File: src/design/wss_pkg.sv
package wss_pkg;

  localparam int FS_BITS = 14;
  localparam int MV_BITS = 15;
  localparam logic [FS_BITS-1:0] FS_RESET = 14'd5000;

  typedef enum logic [0:0] {
    CFG_AVG_MODE   = 1'b0,
    CFG_FULL_SCALE = 1'b1
  } cfg_idx_t;

  typedef enum logic [1:0] {
    ST_IDLE,
    ST_LAUNCH,
    ST_BUSY,
    ST_PUBLISH
  } seq_state_t;

  typedef enum logic [1:0] {
    OP_MAX,
    OP_MIN,
    OP_AVG,
    OP_P2P
  } op_t;

  typedef enum logic [1:0] {
    U_IDLE,
    U_MUL,
    U_RND,
    U_DIV
  } unit_state_t;

endpackage

File: src/design/windowed_sample_statistics_core.sv
// Windowed min/max/mean/peak-to-peak of centered ADC samples (2*code - (2^ADC_BITS-1)).
// Samples without tlast are folded into the running max, min, sum and count, one transaction
// per clock while in_tready is high. The tlast sample is folded in too, then four results
// (max, min, average, peak-to-peak) are scaled to millivolts by one shared shift-add
// multiply / restoring divide unit, one bit per cycle and one result after another; a window
// end holds in_tready low until all four are done, plus any wait for a previous result
// still held in the output register. Once the count reaches 2^COUNT_BITS-1, further samples
// are dropped and count_overflow is reported. Registers: index 0 average_mode (0 mean,
// 1 midrange), index 1 full_scale_mv.
module windowed_sample_statistics_core #(
  parameter int ADC_BITS   = 10,
  parameter int COUNT_BITS = 20
) (
  input  logic                                              clk,
  input  logic                                              rst_n,
  // in_tdata: adc_sample [ADC_BITS-1:0]
  input  logic                                              in_tvalid,
  output logic                                              in_tready,
  input  logic [((ADC_BITS+7)/8)*8-1:0]                     in_tdata,
  input  logic                                              in_tlast,
  // out_tdata: max_mv, min_mv, average_mv, peak_to_peak_mv (15 bits each), sample_total
  output logic                                              out_tvalid,
  input  logic                                              out_tready,
  output logic [((4*wss_pkg::MV_BITS+COUNT_BITS+7)/8)*8-1:0] out_tdata,
  // out_tuser: count_overflow
  output logic                                              out_tuser,
  input  logic                                              cfg_we,
  input  logic [0:0]                                        cfg_addr,
  input  logic [wss_pkg::FS_BITS-1:0]                       cfg_wdata
);
  import wss_pkg::*;

  localparam int OUT_W = ((4*MV_BITS + COUNT_BITS + 7) / 8) * 8;
  localparam int DW    = ADC_BITS + COUNT_BITS;
  localparam int SW    = DW + 1;
  localparam logic signed [ADC_BITS:0] C_POS = {1'b0, {ADC_BITS{1'b1}}};
  localparam logic signed [ADC_BITS:0] C_NEG = -C_POS;

  // configuration
  logic                   avg_mode_r;
  logic [FS_BITS-1:0]     fs_r;

  // window state
  logic signed [ADC_BITS:0] run_max_r, run_max_nxt;
  logic signed [ADC_BITS:0] run_min_r, run_min_nxt;
  logic signed [SW-1:0]     run_sum_r, run_sum_nxt;
  logic [COUNT_BITS-1:0]    run_cnt_r, run_cnt_nxt;
  logic                     ovf_r, ovf_nxt;

  // sequencer
  seq_state_t             state_r, state_nxt;
  op_t                    op_r, op_nxt;
  logic [MV_BITS-1:0]     res_max_r, res_max_nxt;
  logic [MV_BITS-1:0]     res_min_r, res_min_nxt;
  logic [MV_BITS-1:0]     res_avg_r, res_avg_nxt;
  logic [MV_BITS-1:0]     res_p2p_r, res_p2p_nxt;

  // output register
  logic                   out_valid_r, out_valid_nxt;
  logic [OUT_W-1:0]       out_data_r, out_data_nxt;
  logic                   out_user_r, out_user_nxt;

  logic                   in_acc;
  logic [ADC_BITS-1:0]    code;
  logic signed [ADC_BITS:0] c_in;
  logic signed [SW-1:0]   max_ext, min_ext;
  logic signed [SW-1:0]   unit_num;
  logic [DW-1:0]          unit_den;
  logic                   unit_start;
  logic                   unit_done;
  logic [MV_BITS-1:0]     unit_res;

  assign in_tready = (state_r == ST_IDLE);
  assign in_acc    = in_tvalid & in_tready;
  assign code      = in_tdata[ADC_BITS-1:0];
  assign c_in      = signed'({~code[ADC_BITS-1], code[ADC_BITS-2:0], 1'b1});
  assign max_ext   = SW'(run_max_r);
  assign min_ext   = SW'(run_min_r);

  always_ff @(posedge clk) begin
    if (!rst_n) begin
      avg_mode_r <= 1'b0;
      fs_r       <= FS_RESET;
    end else if (cfg_we) begin
      unique case (cfg_addr)
        CFG_AVG_MODE:   avg_mode_r <= cfg_wdata[0];
        CFG_FULL_SCALE: fs_r       <= cfg_wdata;
        default: ;
      endcase
    end
  end

  always_ff @(posedge clk) begin
    if (!rst_n) begin
      run_max_r   <= C_NEG;
      run_min_r   <= C_POS;
      run_sum_r   <= '0;
      run_cnt_r   <= '0;
      ovf_r       <= 1'b0;
      state_r     <= ST_IDLE;
      op_r        <= OP_MAX;
      out_valid_r <= 1'b0;
    end else begin
      run_max_r   <= run_max_nxt;
      run_min_r   <= run_min_nxt;
      run_sum_r   <= run_sum_nxt;
      run_cnt_r   <= run_cnt_nxt;
      ovf_r       <= ovf_nxt;
      state_r     <= state_nxt;
      op_r        <= op_nxt;
      out_valid_r <= out_valid_nxt;
    end
  end

  always_ff @(posedge clk) begin
    res_max_r  <= res_max_nxt;
    res_min_r  <= res_min_nxt;
    res_avg_r  <= res_avg_nxt;
    res_p2p_r  <= res_p2p_nxt;
    out_data_r <= out_data_nxt;
    out_user_r <= out_user_nxt;
  end

  // operand select for the shared unit
  always_comb begin
    unique case (op_r)
      OP_MAX: begin
        unit_num = max_ext;
        unit_den = DW'({ADC_BITS{1'b1}});
      end
      OP_MIN: begin
        unit_num = min_ext;
        unit_den = DW'({ADC_BITS{1'b1}});
      end
      OP_AVG: begin
        if (avg_mode_r) begin
          unit_num = max_ext + min_ext;
          unit_den = DW'({{ADC_BITS{1'b1}}, 1'b0});
        end else begin
          // count * (2^ADC_BITS - 1); zero count gives zero divisor -> zero result
          unit_num = run_sum_r;
          unit_den = {run_cnt_r, {ADC_BITS{1'b0}}} - DW'(run_cnt_r);
        end
      end
      OP_P2P: begin
        unit_num = max_ext - min_ext;
        unit_den = DW'({ADC_BITS{1'b1}});
      end
      default: begin
        unit_num = '0;
        unit_den = '0;
      end
    endcase
  end

  always_comb begin
    run_max_nxt   = run_max_r;
    run_min_nxt   = run_min_r;
    run_sum_nxt   = run_sum_r;
    run_cnt_nxt   = run_cnt_r;
    ovf_nxt       = ovf_r;
    state_nxt     = state_r;
    op_nxt        = op_r;
    res_max_nxt   = res_max_r;
    res_min_nxt   = res_min_r;
    res_avg_nxt   = res_avg_r;
    res_p2p_nxt   = res_p2p_r;
    out_valid_nxt = out_valid_r & ~out_tready;
    out_data_nxt  = out_data_r;
    out_user_nxt  = out_user_r;
    unit_start    = 1'b0;

    unique case (state_r)
      ST_IDLE: begin
        if (in_acc) begin
          if (&run_cnt_r) begin
            ovf_nxt = 1'b1;
          end else begin
            if (c_in > run_max_r) run_max_nxt = c_in;
            if (c_in < run_min_r) run_min_nxt = c_in;
            run_sum_nxt = run_sum_r + SW'(c_in);
            run_cnt_nxt = run_cnt_r + 1'b1;
          end
          if (in_tlast) begin
            op_nxt    = OP_MAX;
            state_nxt = ST_LAUNCH;
          end
        end
      end
      ST_LAUNCH: begin
        unit_start = 1'b1;
        state_nxt  = ST_BUSY;
      end
      ST_BUSY: begin
        if (unit_done) begin
          unique case (op_r)
            OP_MAX: begin
              res_max_nxt = unit_res;
              op_nxt      = OP_MIN;
              state_nxt   = ST_LAUNCH;
            end
            OP_MIN: begin
              res_min_nxt = unit_res;
              op_nxt      = OP_AVG;
              state_nxt   = ST_LAUNCH;
            end
            OP_AVG: begin
              res_avg_nxt = unit_res;
              op_nxt      = OP_P2P;
              state_nxt   = ST_LAUNCH;
            end
            OP_P2P: begin
              res_p2p_nxt = unit_res;
              state_nxt   = ST_PUBLISH;
            end
            default: state_nxt = ST_IDLE;
          endcase
        end
      end
      ST_PUBLISH: begin
        if (!out_valid_r || out_tready) begin
          out_valid_nxt = 1'b1;
          out_data_nxt  = OUT_W'({run_cnt_r, res_p2p_r, res_avg_r, res_min_r, res_max_r});
          out_user_nxt  = ovf_r;
          run_max_nxt   = C_NEG;
          run_min_nxt   = C_POS;
          run_sum_nxt   = '0;
          run_cnt_nxt   = '0;
          ovf_nxt       = 1'b0;
          state_nxt     = ST_IDLE;
        end
      end
      default: state_nxt = ST_IDLE;
    endcase
  end

  wss_muldiv #(
    .NUM_W (SW),
    .DEN_W (DW)
  ) u_muldiv (
    .clk    (clk),
    .rst_n  (rst_n),
    .start  (unit_start),
    .num    (unit_num),
    .fs     (fs_r),
    .den    (unit_den),
    .done   (unit_done),
    .result (unit_res)
  );

  assign out_tvalid = out_valid_r;
  assign out_tdata  = out_data_r;
  assign out_tuser  = out_user_r;

endmodule

File: src/design/wss_muldiv.sv
// Shared iterative unit: result = round(num * fs / den), ties away from zero.
// Shift-add multiply (one fs bit per cycle), one rounding add, then restoring
// division (one quotient bit per cycle). den == 0 gives zero.
module wss_muldiv #(
  parameter int NUM_W = 31,
  parameter int DEN_W = 30
) (
  input  logic                           clk,
  input  logic                           rst_n,
  input  logic                           start,
  input  logic signed [NUM_W-1:0]        num,
  input  logic [wss_pkg::FS_BITS-1:0]    fs,
  input  logic [DEN_W-1:0]               den,
  output logic                           done,
  output logic [wss_pkg::MV_BITS-1:0]    result
);
  import wss_pkg::*;

  localparam int MAG_W = NUM_W - 1;
  localparam int QW    = MAG_W + FS_BITS + 1;
  localparam int CW    = $clog2(QW);

  unit_state_t          state_r, state_nxt;
  logic [CW-1:0]        cnt_r, cnt_nxt;
  logic [QW-1:0]        acc_r, acc_nxt;
  logic [DEN_W-1:0]     rem_r, rem_nxt;
  logic [MAG_W-1:0]     mag_r, mag_nxt;
  logic [DEN_W-1:0]     den_r, den_nxt;
  logic [FS_BITS-1:0]   fs_r, fs_nxt;
  logic                 neg_r, neg_nxt;
  logic                 done_r, done_nxt;
  logic [MV_BITS-1:0]   res_r, res_nxt;

  logic [DEN_W:0]       trial;
  logic [DEN_W:0]       trial_sub;
  logic                 fits;
  logic [QW-1:0]        quo;

  always_ff @(posedge clk) begin
    if (!rst_n) begin
      state_r <= U_IDLE;
      cnt_r   <= '0;
      done_r  <= 1'b0;
    end else begin
      state_r <= state_nxt;
      cnt_r   <= cnt_nxt;
      done_r  <= done_nxt;
    end
  end

  always_ff @(posedge clk) begin
    acc_r <= acc_nxt;
    rem_r <= rem_nxt;
    mag_r <= mag_nxt;
    den_r <= den_nxt;
    fs_r  <= fs_nxt;
    neg_r <= neg_nxt;
    res_r <= res_nxt;
  end

  always_comb begin
    state_nxt = state_r;
    cnt_nxt   = cnt_r;
    acc_nxt   = acc_r;
    rem_nxt   = rem_r;
    mag_nxt   = mag_r;
    den_nxt   = den_r;
    fs_nxt    = fs_r;
    neg_nxt   = neg_r;
    done_nxt  = 1'b0;
    res_nxt   = res_r;

    trial     = {rem_r, acc_r[QW-1]};
    trial_sub = trial - {1'b0, den_r};
    fits      = (trial >= {1'b0, den_r});
    quo       = {acc_r[QW-2:0], fits};

    unique case (state_r)
      U_IDLE: begin
        if (start) begin
          neg_nxt   = num[NUM_W-1];
          mag_nxt   = num[NUM_W-1] ? MAG_W'(-num) : MAG_W'(num);
          den_nxt   = den;
          fs_nxt    = fs;
          acc_nxt   = '0;
          rem_nxt   = '0;
          cnt_nxt   = CW'(FS_BITS - 1);
          state_nxt = U_MUL;
        end
      end
      U_MUL: begin
        // MSB-first shift-add over the full-scale bits
        acc_nxt = {acc_r[QW-2:0], 1'b0} + (fs_r[FS_BITS-1] ? QW'(mag_r) : {QW{1'b0}});
        fs_nxt  = {fs_r[FS_BITS-2:0], 1'b0};
        if (cnt_r == '0) begin
          state_nxt = U_RND;
        end else begin
          cnt_nxt = cnt_r - 1'b1;
        end
      end
      U_RND: begin
        acc_nxt   = acc_r + QW'(den_r >> 1);
        cnt_nxt   = CW'(QW - 1);
        state_nxt = U_DIV;
      end
      U_DIV: begin
        rem_nxt = fits ? trial_sub[DEN_W-1:0] : trial[DEN_W-1:0];
        acc_nxt = quo;
        if (cnt_r == '0) begin
          done_nxt  = 1'b1;
          state_nxt = U_IDLE;
          if (den_r == '0) begin
            res_nxt = '0;
          end else if (neg_r) begin
            res_nxt = -quo[MV_BITS-1:0];
          end else begin
            res_nxt = quo[MV_BITS-1:0];
          end
        end else begin
          cnt_nxt = cnt_r - 1'b1;
        end
      end
      default: state_nxt = U_IDLE;
    endcase
  end

  assign done   = done_r;
  assign result = res_r;

endmodule

File: config.mk
export PLATFORM = sky130hd
export DESIGN_NAME = windowed_sample_statistics_core
export DESIGN_NICKNAME = d
export VERILOG_FILES = /design/src/design/wss_pkg.sv /design/src/design/windowed_sample_statistics_core.sv /design/src/design/wss_muldiv.sv
export SDC_FILE = /design/constraint.sdc
export NUM_CORES = 1
export LEC_CHECK = 0
export BUFFER_PORTS_ARGS = -buffer_cell sky130_fd_sc_hd__buf_4
export CAP_MARGIN = 20
export CORE_ASPECT_RATIO = 0.9
export CORE_MARGIN = 2
export CORE_UTILIZATION = 35
export DETAILED_ROUTE_END_ITERATION = 8
export GPL_TIMING_DRIVEN = 0
export SYNTH_ARGS = -nofsm -noshare
export SYNTH_HDL_FRONTEND = slang
export SYNTH_SLANG_ARGS = --single-unit
File: constraint.sdc
create_clock -name clk -period 6.8 [get_ports clk]
set_input_delay 0.34 -clock clk [delete_from_list [all_inputs] [get_ports clk]]
set_output_delay 0.34 -clock clk [all_outputs]
set_load 0.005 [all_outputs]
# [After elaboration in Yosys (flattened, before gate mapping)]
# Cells that the tools add are included.
[word_totals] in_bits=37 wordCells=160 latchBits=0 regBits=409 mem_bits_rw=0 output_inout_bits=83 mem_count=0 mem_bits_ro=0
[op_classes] multipliers=0 n_lt_le_gt_ge=3 n_shift=0 n_reduce_logical=35 n_addsub=11 n_eq_ne=22 n_div=0 bitwise=5 muxes=58
[ops] operator="$pmux W45 S4" n=1
[ops] operator="$mux W30" n=5
[ops] operator="$mux W31" n=4
[ops] operator="$pmux W31 S4" n=1
[ops] operator="$pmux W30 S2" n=2
[ops] operator="$mux W11" n=8
[ops] operator="$pmux W31 S2" n=1
[ops] operator="$mux W20" n=3
[ops] operator="$add A45 B29 Y45" n=1
[ops] operator="$add A45 B45 Y45" n=1
[ops] operator="$mux W45" n=1
[ops] operator="$pmux W11 S2" n=2
[ops] operator="$pmux W20 S2" n=1
[ops] operator="$add A31 B11 Y31" n=1
[ops] operator="$ge A31 B30 Y1" n=1
[ops] operator="$logic_not A30 Y1" n=1
[ops] operator="$neg A30 Y30" n=1
[ops] operator="$sub A30 B20 Y30" n=1
[ops] operator="$sub A30 B30 Y30" n=1
[ops] operator="$pmux W14 S2" n=1
[ops] operator="$add A20 B1 Y20 const B" n=1
[ops] operator="$mux W2" n=10
[ops] operator="$reduce_and A20 Y1" n=1
[ops] operator="$ne A2 B1 Y1 const B" n=9
[ops] operator="other kinds (32)" n=75

# [Longest topological paths before layout]
[logic_depth] word_depth=6 mapped_depth=16 ltp_nobuf=16

# [Hierarchy]
# From an unflattened synthesis, not the netlist that was laid out.
[unflattened] cells_unflattened=2653 area_unflattened_um2=25806.0
[modules_own_cells] module="wss_muldiv" cells_each=1449 area_each_um2=13621.8 seq_area_each_um2=5134.9 n_inst=1
[modules_own_cells] module="windowed_sample_statistics_core" cells_each=1204 area_each_um2=12184.2 seq_area_each_um2=6075.8 n_inst=1

# [Least setup slack after synthesis]
# No wires, ideal clock.
[synth_timing] kind="reg-to-reg" from="register state_r[1]" to="register out_data_r[0], in the netlist out_tdata[0] (enable)" required_time_ns=6.279 setup_ns=0.521 arrival_ns=4.399 setup_slack_ns=1.881 n_path_buf=1 period_less_slack_ns=4.919 path_stages_with_launch=5 cell_sequence="dfxtp_1 > ha_1 > clkbuf_1 > inv_1 > nor2_1"
[synth_via] elab_chain_len=2
[synth_rtl] item="from (decl)" line_no="windowed_sample_statistics_core.sv:51" rtl="seq_state_t state_r, state_nxt;"
[synth_rtl] item="from (signal assigned)" line_no="windowed_sample_statistics_core.sv:109" rtl="state_r <= state_nxt;"
[synth_rtl] item="$eq A2 B2 Y1" line_no="windowed_sample_statistics_core.sv:173" rtl="unique case (state_r)"
[synth_rtl] item="$reduce_and A2 Y1 (no source line)"
[synth_rtl] item="to (signal assigned)" line_no="windowed_sample_statistics_core.sv:120" rtl="out_data_r <= out_data_nxt;"
[synth_rtl] item="to (decl)" line_no="windowed_sample_statistics_core.sv:60" rtl="logic [OUT_W-1:0] out_data_r, out_data_nxt;"
# Every way passes these cells.
# A chain may end at the register's enable or synchronous reset.

# [Worst setup path after layout]
[layout_timing] from="register u_muldiv.fs_r[13]" to="register u_muldiv.acc_r[43], data pin"
[layout_via] elab_chain_len=3
[layout_rtl] item="from (decl)" line_no="wss_muldiv.sv:29" rtl="logic [FS_BITS-1:0] fs_r, fs_nxt;"
[layout_rtl] item="from (signal assigned)" line_no="wss_muldiv.sv:56" rtl="fs_r <= fs_nxt;"
[layout_rtl] item="$mux W30" line_no="wss_muldiv.sv:93" rtl="acc_nxt = {acc_r[QW-2:0], 1'b0} + (fs_r[FS_BITS-1] ? QW'(mag_r) : {QW{1'b0}});"
[layout_rtl] item="$add A45 B45 Y45" line_no="wss_muldiv.sv:93"
[layout_rtl] item="$pmux W45 S4" line_no="wss_muldiv.sv:78" rtl="unique case (state_r)"
[layout_rtl] item="named net u_muldiv.acc_nxt[43]" line_no="wss_muldiv.sv:25" rtl="logic [QW-1:0] acc_r, acc_nxt;"
[layout_rtl] item="to (signal assigned)" line_no="wss_muldiv.sv:52" rtl="acc_r <= acc_nxt;"
[layout_rtl] item="to (decl)" line_no="wss_muldiv.sv:25"
# The timed path passes the listed nets, and every way through them passes these cells.

==> impl_results.md <==
- Status: finished clean
- Fin. max-slew vios: 0
- H-tree level count: 2
- Pin count of the biggest net entering global routing: 47
- Post-Route WL: between 70000 and 80000 µm
- Fmax: 205 MHz
- Post-cts gate resize count: 0
- Initial antenna violation count: 0
- CTS tree: yes
- Routed len/inst: between 15 and 20 µm
- Unrepaired setup endpoints after global routing: no
- Rel. slew slack: between 20% and 30%
- Die H: 261 µm
- Leak pwr: about 11 nW
- Hpwl dp: approximately 54000 µm
- Congestion Overflow GR: 0
- Nets: between 3000 and 4000
- Type of the worst setup path: flip-flop to flip-flop
- Clk slew on worst S/H paths: 70 ps
- Final min period: between 4000 and 5000 ps
- Mapped cell area: roughly 0.026 mm²
- Worst Setup Start Kind: flip-flop
- Synthesis-stage register bit count: just over 400
- Synth warn: 0
- Cells after synthesis: 2612
- DIE AREA: between 0.07 and 0.08 mm²
- Most frequent cells in the layout: edfxtp_1 (306), nor2_1 (246), nand2_1 (189), ha_1 (185), a21oi_1 (161)
- Clk buf depth: 3
- Root Driver: clkbuf_16
- P per Cell Area: between 400 and 500 mW/mm²
- Site Rows: 94
- Mapped Nets: 2840
- Crit path capture type: flip-flop
- Cell variety after synth: between 90 and 100
- Vias in the first global route: between 15000 and 20000
- Post-synth ARST share: 0%
- Io pins: 120
- CP max FO: 10
- Post-route ant nets: 0
- Sink Count: about 400
- # DRC: 0
- Final Hold Vio Count: 0
- Commonest non-fill, non-tap cell in the layout: edfxtp_1
- Required time worst endpoint: just over 7000 ps
- Hold crit path type: input pin to flip-flop
- Placed instance area: about 0.028 mm²
- Max VDD drop: ~210 µV
- Die span in x: around 290 µm
- DRT Pass-1 Iters: 6
- Total power: 13.4 mW
- Core area: 0.0728 mm²
- Fin area: 0.0295 mm²
- Area delta synth->final: 15.2%
- Clock latency at the later pin of the worst-skew pair: ~590 ps
- Gpl congestion: between 0.9 and 1
- Sequential area share after synthesis: a little over two fifths
- Worst Skew: around 22 ps
- R2r setup slk: 1930 ps
- Vias per cell: approximately 5.4
- Syn Area/Cell: between 9 and 10 µm²
- Layout cell share with drive strength beyond 1: 9.40%
- Drt first-iter violations: ~1800
- Primary FF master, synth: edfxtp_1
- Final setup vio count: 0
- Worst path arrival time: 5180 ps
- Routed vias: roughly 20000
- Initial Util: approximately a third
- Post-synth EDFFs: slightly above 300
- Global-route wire length before repair: about 110000 µm
- MaxCap Viol Count: 0
- Num CTS Buffers: 47
- Port Buffers: 113
- Hold WS: 23.5 ps
- Worst-margin pin slew: 1110 ps
- Crit share post-route: between 70% and 80%
- Number of diodes: 0
- Gr usage total: about a fifth
==> timing repair <==
| action | in CTS | in global routing |
|---|---|---|
| setup buffers | 0 | 0 |
| endpoints found under the hold margin | 12 | 0 |
| hold buffers | 12 | 0 |
==> report_power, final <==
part | internal (mW) | switching (mW) | leakage (nW)
logic | 2.69 | 4.04 | 6.96
clock network | 1.51 | 1.10 | 0.762
registers | 3.42 | 0.618 | 3.62
total | 7.62 | 5.76 | 11.3
==> path summary, 6_finish.rpt <==
check / startpoint / endpoint / depth (start not counted)
setup / recovery: u_muldiv.fs_r[13] / u_muldiv.acc_r[43] / 15
hold / removal: cfg_wdata[0] / avg_mode_r / 3
setup reg to reg: u_muldiv.fs_r[13] / u_muldiv.acc_r[43] / 15
hold reg to reg: res_p2p_r[2] / out_tdata[47] / 0
==> per-stage QoR <==
step | setup slack [ps] | util (%) | cells | setup TNS (ps)
CTS | 1960 | 40.6 | 3790 | 0
global placement | -336 | 38.0 | 3685 | -26040
finish | 1930 | 40.6 | 3791 | 0
global route | 1590 | 40.6 | 3791 | 0
detailed placement | 2020 | 38.2 | 3692 | 0
floorplan | 1880 | - | 2612 | 0
==> kinds of logic after synthesis <==
group | after synthesis | share of synthesized area (%)
and+or+nand+nor | 843 | 16.1
AOI/OAI and AO/OA | 689 | 18.3
DFF | 407 | 43.7
buffers and inverters | 232 | 3.47
xor gates and xnor gates | 200 | 6.83
adders and majority gates | 191 | 9.50
muxes | 50 | 2.06
==> synthesized netlist by cell type, types with 8 or more instances <==
cell         n  area (µm²)
nor2b_1     25         156
o211ai_1    27         203
xnor2_1    124        1090
nand2_1    189         709
o22ai_1     12        75.1
o21a_1      21         158
nand3_1     89         445
mux2_2      14         158
nand2b_1    26         163
and3_1      26         163
o21ai_0    137         686
mux2i_1     34         340
a21oi_1    161         806
xor2_1      76         666
o2111ai_1   14         123
a2111oi_0    8        70.1
o21bai_1    26         195
nand4_1     25         156
a31oi_1     21         131
or4_1       14         105
or2_2       12        75.1
inv_1      121         454
a221o_1      8        80.1
buf_1        8        30.0
o31ai_1     20         150
a22oi_1     25         188
a222oi_1    29         290
dfxtp_1    101        2020
a211oi_1    23         173
and2_1      45         282
edfxtp_1   306        9190
nor4_1      30         188
or3_1       23         144
nor3_1      59         295
a21o_1      82         616
ha_1       185        2310
nor2_1     247         927
clkbuf_1    94         353
==> cell type report <==
cell class,count,area (µm²)
Buffer,108,424
Clock buffer,56,1270
Clock inverter,30,310
Fill cell,7155,43300
Inverter,124,465
Multi-Input combinational cell,1973,13600
Sequential cell,407,11200
Tap cell,960,1200
Timing Repair Buffer,133,1100
==> worst max-delay path, cell delays in order, from the launching register on <==
cell and delay [ps]:
edfxtp_1 400, clkbuf_1 350, and2_1 260, ha_1 210, inv_1 60, fa_1 400, nor2b_1 160, o2111ai_1 120
a311oi_1 460, o21ai_0 310, o31ai_1 740, a21o_1 410, o211ai_1 160, xnor2_1 170, a222oi_1 300, nor2_1 60
==> flip-flops by register name, summed over array words and instances (netlist names), 6 cells and up <==
| signal | flops |
|---|---|
| out_tdata | 80 |
| run_max_r | 10 |
| res_avg_r | 15 |
| res_p2p_r | 15 |
| u_muldiv.fs_r | 14 |
| fs_r | 14 |
| res_min_r | 15 |
| u_muldiv.result | 15 |
| u_muldiv.acc_r | 45 |
| run_sum_r | 31 |
| res_max_r | 15 |
| run_cnt_r | 20 |
| run_min_r | 10 |
| u_muldiv.den_r | 30 |
| u_muldiv.rem_r | 30 |
| u_muldiv.mag_r | 30 |
| u_muldiv.cnt_r | 6 |
==> routing by layer <==
metal,vias up,global-route usage [%],wire length (µm)
li1,10106,-,-
met1,9694,26.2,33200
met2,626,30.0,32000
met3,118,2.60,4510
met4,0,6.34,2270
met5,-,0,0
Note: power is estimated with default switching activity, not from simulation.
